<file path="config.mk">
export PLATFORM = sky130hd
export DESIGN_NAME = fatlb_cell
export DESIGN_NICKNAME = d
export VERILOG_FILES = /design/src/rtl/fatlb_pkg.sv /design/src/rtl/fatlb_cell.sv
export SDC_FILE = /design/constraint.sdc
export NUM_CORES = 1
export LEC_CHECK = 0
export ABC_AREA = 1
export BUFFER_PORTS_ARGS = -buffer_cell sky130_fd_sc_hd__buf_4
export CAP_MARGIN = 20
export CORE_ASPECT_RATIO = 1.5
export CORE_MARGIN = 4
export CORE_UTILIZATION = 44
export DETAILED_ROUTE_END_ITERATION = 8
export GPL_TIMING_DRIVEN = 0
export HOLD_SLACK_MARGIN = 0.12
export PLACE_DENSITY_LB_ADDON = 0.25
export SYNTH_ARGS = -nofsm -noshare
export SYNTH_HDL_FRONTEND = slang
export SYNTH_SLANG_ARGS = --single-unit
</file>
<file path="constraint.sdc">
create_clock -name clk -period 1.74 [get_ports clk]
set_clock_uncertainty 0.15 [all_clocks]
set_input_delay 0 -clock clk [delete_from_list [all_inputs] [get_ports clk]]
set_output_delay 0 -clock clk [all_outputs]
set_load 0.005 [all_outputs]
</file>
<file path="src/rtl/fatlb_pkg.sv">
// Shared types and constants for the FIFO fully associative TLB.
`default_nettype none
package fatlb_pkg;

  localparam int PID_W   = 16;
  localparam int PAGE_W  = 20;
  localparam int FRAME_W = 8;

  localparam logic FUNC_LOOKUP = 1'b0;
  localparam logic FUNC_INSERT = 1'b1;

  typedef struct packed {
    logic [PID_W-1:0]   pid;
    logic [PAGE_W-1:0]  page;
    logic [FRAME_W-1:0] frame;
  } entry_t;

  typedef struct packed {
    logic               active;
    logic [PID_W-1:0]   pid;
    logic [PAGE_W-1:0]  page;
    logic               found;
    logic [FRAME_W-1:0] frame;
  } query_t;

endpackage
`default_nettype wire

</file>
<file path="src/rtl/fatlb_cell.sv">
// One TLB slot: stored translation, shift-in from the younger neighbor, and one query stage.
`default_nettype none
module fatlb_cell (
  input  logic             clk,
  input  logic             rst,
  input  logic             shift_en,
  input  logic             load_en,
  input  fatlb_pkg::entry_t new_entry,
  input  fatlb_pkg::entry_t nbr_entry,
  input  logic             nbr_valid,
  output fatlb_pkg::entry_t entry,
  output logic             entry_valid,
  input  fatlb_pkg::query_t q_in,
  output fatlb_pkg::query_t q_out
);
  import fatlb_pkg::*;

  query_t q_next;
  logic   match;

  always_ff @(posedge clk) begin
    if (rst) begin
      entry_valid <= 1'b0;
    end else if (shift_en) begin
      entry_valid <= nbr_valid;
    end else if (load_en) begin
      entry_valid <= 1'b1;
    end
  end

  always_ff @(posedge clk) begin
    if (shift_en) begin
      entry <= nbr_entry;
    end else if (load_en) begin
      entry <= new_entry;
    end
  end

  // oldest match wins: once found, later cells pass the query untouched
  assign match = q_in.active && !q_in.found && entry_valid &&
                 (entry.pid == q_in.pid) && (entry.page == q_in.page);

  always_comb begin
    q_next = q_in;
    if (match) begin
      q_next.found = 1'b1;
      q_next.frame = entry.frame;
    end
  end

  always_ff @(posedge clk) begin
    if (rst) begin
      q_out <= '0;
    end else begin
      q_out <= q_next;
    end
  end

endmodule
`default_nettype wire

</file>
Yosys cells after proc, flatten, opt, wreduce, memory -nomap -nowiden
Index checks and enable logic that the tools add are counted.
{"block": "word_totals", "in_bits": 139, "ff_bits": 91}
{"block": "op_classes", "reduce_logical": 6, "n_mux": 5, "eq_ne": 2}
{"op": "$mux 44", "n": 2}
{"op": "$eq 20x20->1", "n": 1}
{"op": "$eq 16x16->1", "n": 1}
{"op": "$mux 9", "n": 1}
{"op": "$logic_and 1x1->1", "n": 4}
{"op": "$mux 1", "n": 2}
{"op": "$reduce_bool 2->1", "n": 1}
{"op": "$logic_not 1->1", "n": 1}

Logic depth before layout (Yosys ltp)
Gate-level depths: netlist of the first run.
{"block": "logic_depth", "word_depth": 6, "depth_mapped": 11, "ltp_nobuf": 11}

Worst setup path after synthesis of the first run
Ideal clock, no wire load.
{"block": "synth_timing", "path_type": "register to register", "startpoint": "register entry[35] (netlist name)", "endpoint": "register q_out[0] (netlist name)", "stages_incl_launch_ff": 8, "setup_slack_ns": 0.257, "setup_time_ns": 0.113, "n_path_buf": 0, "t_arrival_ns": 1.220, "path_cell_list": "edfxtp_1 > xor2_1 > nor2_1 > nand2_1 > nor2_1 > nand3_1 > nand2_1 > nor2_1"}
{"block": "synth_via", "elab_chain_cells": 4}
{"element": "start: declaration", "line_no": "fatlb_cell.sv:11", "source": "output fatlb_pkg::entry_t entry,"}
{"element": "start signal: assignment", "line_no": "fatlb_cell.sv:33", "source": "entry <= nbr_entry;"}
{"element": "start signal: assignment", "line_no": "fatlb_cell.sv:35", "source": "entry <= new_entry;"}
{"element": "$eq 16x16->1", "line_no": "fatlb_cell.sv:41", "source": "(entry.pid == q_in.pid) && (entry.page == q_in.page);"}
{"element": "$logic_and 1x1->1", "line_no": "fatlb_cell.sv:40", "source": "assign match = q_in.active && !q_in.found && entry_valid &&"}
{"element": "$logic_and 1x1->1", "line_no": "fatlb_cell.sv:41"}
{"element": "$mux 9", "line_no": "fatlb_cell.sv:45", "source": "if (match) begin"}
{"element": "end signal: assignment", "line_no": "fatlb_cell.sv:55", "source": "q_out <= q_next;"}
{"element": "end: declaration", "line_no": "fatlb_cell.sv:14", "source": "output fatlb_pkg::query_t q_out"}
Every way passes these cells.
A chain may end at the register's enable or synchronous reset.

Worst setup path in the final report of the first run
{"block": "layout_timing", "startpoint": "register entry[27] (netlist name)", "endpoint": "register q_out[0] (netlist name)"}
{"block": "layout_via", "elab_chain_cells": 3}
{"element": "$eq 20x20->1", "line_no": "fatlb_cell.sv:41"}
{"element": "$logic_and 1x1->1", "line_no": "fatlb_cell.sv:41"}
{"element": "$mux 9", "line_no": "fatlb_cell.sv:45"}
Every way passes these cells.

==> results of run 1 <==
-- cell usage in the layout (no fill, tap or decap), types with 2 or more instances in the layout --
master         netlist  layout
nand2_1            241     218
clkbuf_2             0       3
bufinv_16            0       2
nor2_4               2       7
dlygate4sd3_1        0     154
xnor2_2              0       2
inv_2                2       4
clkbuf_16            0       9
clkbuf_1            10       9
buf_4                0     242
dfxtp_1             47      47
nand3_4              0       3
o21ai_0              2       2
nand3_2              1       4
nand2_2              1      23
buf_1                3       3
nand3_1             12       6
edfxtp_1            44      44
nor2_1              92      82
nor2_2               2       8
xor2_1               6       6
nand3b_1             2       2
inv_1               73      71
-- Yosys cell counts --
| cell type | instances | area share, % |
|---|---|---|
| buf_1 | 3 | 0.28 |
| o21ai_1 | 1 | 0.12 |
| inv_2 | 2 | 0.18 |
| o21ai_0 | 2 | 0.24 |
| xor2_1 | 6 | 1.3 |
| nand3b_1 | 2 | 0.37 |
| nand4_1 | 1 | 0.15 |
| nand3_2 | 1 | 0.24 |
| o221a_2 | 1 | 0.28 |
| or2_2 | 1 | 0.15 |
| nor2_4 | 2 | 0.55 |
| xnor2_1 | 3 | 0.64 |
| nor2_1 | 92 | 8.4 |
| clkinv_1 | 1 | 0.092 |
| clkbuf_1 | 10 | 0.92 |
| nand2_2 | 1 | 0.15 |
| edfxtp_1 | 44 | 32 |
| dfxtp_1 | 47 | 23 |
| nor2_2 | 2 | 0.31 |
| inv_1 | 73 | 6.7 |
| nand2_1 | 241 | 22 |
| nand3_1 | 12 | 1.5 |
-- flip-flops by register name (all words and copies together), names as in the netlist --
register / flops
entry: 44
entry_valid: 1
q_out: 46
-- per-stage QoR --
stage | total power, mW | std cells | hold slack [ns] | util [%] | area, sq um
finish | 6.34 | 1074 | 0.207 | 91.2 | 8150
global route | 6.52 | 1074 | 0.227 | 91.2 | 8150
CTS | 6.02 | 1057 | 0.255 | 87.6 | 7820
detailed placement | 3.65 | 886 | 0.0777 | 66.5 | 5940
global placement | 3.61 | 886 | 0.0659 | 66.5 | 5940
floorplan | 2.98 | 548 | -0.0430 | - | 4090
-- metal layers --
layer  track usage [%]  up-vias  wire length, um  part of all wire [%]
li1                  -     2457                -                     -
met1              33.2     2676             6590                    30
met2              66.4      417            11700                    54
met3              8.17      158             1620                   7.4
met4              27.2        0             1940                   8.9
met5                 0        -                0                     0
-- power breakdown --
group	switching (mW)	internal (mW)	total [mW]
clock	0.844	1.30	2.14
combinational	0.745	0.874	1.62
sequential	0.133	2.44	2.58
-- cell type report --
type                       instances  area (sq um)
antenna                            1          2.50
buffer                            13          52.6
clock buffer                      12           246
clock inverter                     4          73.8
fill                             371           787
inverter                          76           285
multi-input combinational        369          1680
sequential                        91          2260
tap                              110           138
timing repair buffer             398          3410
-- worst reg2reg max path: cells and delay by family, from the launching register on --
| kind | cells | cell delay [ns] |
|---|---|---|
| AND/OR/NAND/NOR | 8 | 1.10 |
| flip-flops | 1 | 0.46 |
| AO/OA/AOI/OAI | 1 | 0.10 |
-- kinds of logic (layout without fill, tap and decap cells) --
kind of cell / count (synthesis) / after routing
other: 0 / 1
flip-flops: 91 / 91
AO/OA/AOI/OAI: 4 / 4
buffers and inverters: 89 / 503
XOR/XNOR: 9 / 9
AND/OR/NAND/NOR: 355 / 356
-- how the worst max path moves through the flow --
| stage | endpoint | slack [ns] | cells after the start |
|---|---|---|---|
| floorplan | q_out[0]$_SDFF_PP0_ | 0.26 | 7 |
| global placement | entry_valid$_SDFFE_PP0P_ | -0.21 | 3 |
| detailed placement | entry_valid$_SDFFE_PP0P_ | -0.24 | 3 |
| CTS | q_out[3]$_SDFF_PP0_ | 0.0009 | 8 |
| global route | q_out[0]$_SDFF_PP0_ | -0.24 | 11 |
| finish | q_out[0]$_SDFF_PP0_ | -0.14 | 9 |
-- repair_timing --
action / in CTS / in global routing
buffers inserted: 0 / 15
hold buffers: 154 / 0
gates cloned: 1 / 0
gates resized for setup: 3 / 55
pin swaps: 1 / 18
setup endpoints to repair: 8 / 47
endpoints found under the hold margin: 91 / 0
==> results_dict.tcl, run 1 <==
set metrics [dict create \
    run_status "finished, violations left" \
    violations "negative setup slack" \
    hpwl_um 10500 \
    clkTransAtPathRegs_ns 0.07 \
    drc 0 \
    drtPass1Iterations 7 \
    cts_tree "built" \
    grt_overflow_total 0 \
    finalSetupViolations 9 \
    max_freq_ghz 0.531 \
    muxShareOfSynthArea_pct 0 \
    cp.arrival_ns 2.01 \
    hold_violations 0 \
    port_buffers 228 \
    cap_violations 0 \
    die_area_sq_um 10900 \
    die_w_um 86.7 \
    routedWlPerCell_um 20.4 \
    drive_gt1_share_pct 32.7 \
    crit_buf_inv 0 \
    r2r_slack_ns -0.14 \
    grt_pass1_vias 5991 \
    syn_to_final_growth_pct 99.2 \
    via_count 5708 \
    reg2reg_depth 9 \
    via_per_inst 5.31 \
    gp_congestion 0.846 \
    fin_ws_ns -0.145 \
    cp-startpoint "entry[27]$_DFFE_PP_" \
    drt_iter0_markers 477 \
    wirelength_um 21900 \
    syn_area_sq_um 4090 \
    pin_count 230 \
    grt_start_max_net_pins 46 \
    yosysWarningCount 0 \
    synth-seq-cells 91 \
    numCtsBuffers 9 \
    path_common_cell "nor2_1" \
    dp_slack_ns -0.237 \
    required_ns 1.86 \
    final.period_utilization_pct 108 \
    crit_type "reg2reg" \
    die_y_um 126 \
    synth-compound-area-share_pct 0.642 \
    antenna_found_initial 1 \
    max_stage_delay_ns 0.46 \
    rr_startpoint "entry[27]$_DFFE_PP_" \
    whs_path_depth 3 \
    r2r_end "q_out[0]$_SDFF_PP0_" \
    nNetsFinal 1097 \
    cp_cell_sequence "nand2_1 > o21ai_0 > nor2_1 > nand2_1 > nor2_2 > nand3_4 > nor2_4 > nor2_1 > nor2_1" \
    path_delay_family "simple AND/OR/NAND/NOR gates" \
    seq_area_frac_synth_pct 55.3 \
    synth.avg_cell_area_sq_um 7.46 \
    hp-class "in2reg" \
    powerDensity_nw_per_um2 778 \
    syn_inst 548 \
    rsz0062_at_grt "true" \
    drv_slew 0 \
    num_rows 42 \
    min_period_ns 1.88 \
    synth_top_family_by_area "simple AND/OR/NAND/NOR gates" \
    cts_buffer_depth 2 \
    cts-root-buf "clkbuf_16" \
    hold_end "entry_valid$_SDFFE_PP0P_" \
    critPathCaptureType "flop" \
    synth_cell_type_count 22 \
    synth_xor_area_share_pct 1.93 \
    clk_latency_ns 0.35 \
    syn_nets 687 \
    track_usage_pct 36.1 \
    synth_fa_ha_area_share_pct 0 \
    startpoint_type "flop" \
    tightest_slew_ns 0.636 \
    yosys.area_share.simple_pct 34.0 \
    ant_nets 0 \
    crit_fanout 5 \
    grt_pass1_wl_um 29700 \
    finalSetupTns_ns -0.917 \
    critPathSlowestCell "edfxtp_1" \
    core_area_sq_um 8930 \
    initial_core_util_pct 45.8 \
    worstHoldStart "shift_en" \
    cts.sinks 91 \
    htreeDepth 3 \
    vdd_drop_max_uv 719 \
    timing.slew.headroom_pct 57.6 \
    p_leak_nw 4.22 \
]
Note: power is estimated with default switching activity, not from simulation.
==> inputs of run 2 (changes only) <==
Settings changed: CTS_BUF_LIST from default to sky130_fd_sc_hd__clkbuf_16.
==> run 2 against run 1 <==
Compared with the run above: the run still ends with negative setup slack left; first-iteration DRC count shrank 9.2%; highest routed layer unchanged; hold slack got worse by 0.011 ns; worst setup slack got worse by 0.13 ns; via count shrank 1.2%; utilization is 0.35 points lower; critical path type unchanged; largest power group unchanged; sequential power about the same; register-to-register slack got worse by 0.13 ns.
==> results_dict.tcl, run 2 (synthesis results as in run 1) <==
set metrics [dict create \
    wl_met2_um 11700 \
    rsz0062_at_grt "true" \
    die_w_um 86.7 \
    mostFrequentLayoutCell "buf_4" \
    violations "negative setup slack" \
    grt_start_max_net_pins 46 \
    powerDensity_nw_per_um2 773 \
    track_usage_pct 36.2 \
    drv_slew 0 \
    routedWlPerCell_um 20.2 \
    drc 0 \
    via_per_inst 5.27 \
    cp-startpoint "entry[30]$_DFFE_PP_" \
    cts.sinks 91 \
    critPathCaptureType "flop" \
    finalSetupTns_ns -1.74 \
    cts_buffer_depth 2 \
    tightest_slew_ns 0.659 \
    p_int_mw 4.55 \
    core_area_sq_um 8930 \
    p_leak_nw 4.21 \
    postLayoutCoreUtil_pct 90.8 \
    met3_length_um 1680 \
    power.clock.fraction_pct 33.4 \
    drt_iter0_markers 433 \
    wirelength_um 21700 \
    numCtsBuffers 9 \
    cap_violations 0 \
    timing.slew.headroom_pct 56.1 \
    grt_pass1_wl_um 29800 \
    finalSetupViolations 9 \
    max_freq_ghz 0.495 \
    rr_startpoint "entry[30]$_DFFE_PP_" \
    comb_power_share_pct 25.5 \
    die_area_sq_um 10900 \
    crit_fanout 5 \
    cp.arrival_ns 2.14 \
    highest_layer "met4" \
    run_status "finished, violations left" \
    syn_to_final_growth_pct 98.4 \
    met1Wirelength_um 6470 \
    startpoint_type "flop" \
    hp-class "in2reg" \
    htreeDepth 3 \
    port_buffers 228 \
    switching_share_pct 27.4 \
    r2r_slack_ns -0.28 \
    antenna_found_initial 0 \
    drtPass1Iterations 6 \
    final.period_utilization_pct 116 \
    switchingPower_mw 1.72 \
    die_y_um 126 \
    nNetsFinal 1094 \
    largestRegisters "q_out x46, entry x44, entry_valid x1" \
    worstHoldStart "shift_en" \
    initial_core_util_pct 45.8 \
    ant_nets 0 \
    mostFrequentLayoutCells "buf_4, nand2_1, dlygate4sd3_1" \
    num_rows 42 \
    total_power_mw 6.27 \
    grt_pass1_vias 5952 \
    drive_gt1_share_pct 32.5 \
    cts-root-buf "clkbuf_16" \
    grt_overflow_total 0 \
    largest_register "q_out" \
    min_period_ns 2.02 \
    hpwl_um 10500 \
    via_count 5640 \
    vdd_drop_max_uv 722 \
    gp_congestion 0.846 \
    clk_latency_ns 0.36 \
    seq_power_share_pct 41.1 \
    cts_tree "built" \
    largest_reg_flops 46 \
    hold_violations 0 \
    required_ns 1.86 \
    pin_count 230 \
    fin_ws_ns -0.278 \
    crit_type "reg2reg" \
    clkTransAtPathRegs_ns 0.06 \
]
==> run 2: changes by cell type in the layout (fill, tap and decap cells not counted), sizes merged <==
| cell | before | now |
|---|---|---|
| clkbuf | 22 | 18 |
| buf | 247 | 245 |
| inv | 75 | 77 |
| clkinv | 3 | 4 |
==> run 2: stage by stage <==
stage	area [sq um]	hold slack, ns	cells	setup slack [ns]
4_1_cts	7810	0.255	1057	0.00235
3_3_place_gp	5940	0.0659	886	-0.211
2_1_floorplan	4090	-0.0430	548	0.257
3_5_place_dp	5940	0.0777	886	-0.237
5_1_grt	8110	0.195	1070	-0.322
6_report	8120	0.196	1071	-0.278
==> run 2: per-layer routing <==
metal  global-route usage [%]  vias up
li1                         -     2453
met2                     66.5      427
met4                     25.8        0
met3                     8.17      155
met1                     33.9     2605
met5                        0        -
==> run 2: final timing paths <==
kind,end,cells after the start
worst min register to register,entry_valid$_SDFFE_PP0P_,1
worst max-delay path,q_out[3]$_SDFF_PP0_,8
worst min-delay path,entry_valid$_SDFFE_PP0P_,3
worst max register to register,q_out[3]$_SDFF_PP0_,8
==> run 2: layout make-up <==
cell class	instances	area, sq um
Multi-Input combinational cell	369	1680
Fill cell	373	818
Clock buffer	9	225
Tap cell	110	138
Timing Repair Buffer	396	3390
Inverter	76	285
Buffer	12	48.8
Clock inverter	7	85.1
Antenna cell	1	2.50
Sequential cell	91	2260
==> run 2: critical path, stage by stage (launching register included) <==
cell	delay, ns
edfxtp_1	0.49
xnor2_2	0.37
buf_4	0.18
nand3b_1	0.08
nor2_1	0.13
nand2_2	0.11
nor2_4	0.21
nor2_1	0.08
nor2_1	0.15
==> run 2: power groups by stage <==
| stage | Clock (mW) | Combinational (mW) | Sequential, mW |
|---|---|---|---|
| global placement | 0 | 1.03 | 2.59 |
| detailed placement | 0 | 1.05 | 2.60 |
| floorplan | 0 | 0.382 | 2.60 |
| CTS | 2.05 | 1.36 | 2.55 |
| finish | 2.09 | 1.60 | 2.58 |
| global route | 2.18 | 1.69 | 2.59 |
==> run 2: repair_timing <==
action,in CTS,in global routing
pin swaps,1,24
resized for setup,3,53
setup endpoints to repair,8,47
endpoints found under the hold margin,91,0
buffers inserted,0,13
hold buffers,154,0
cloned,1,0
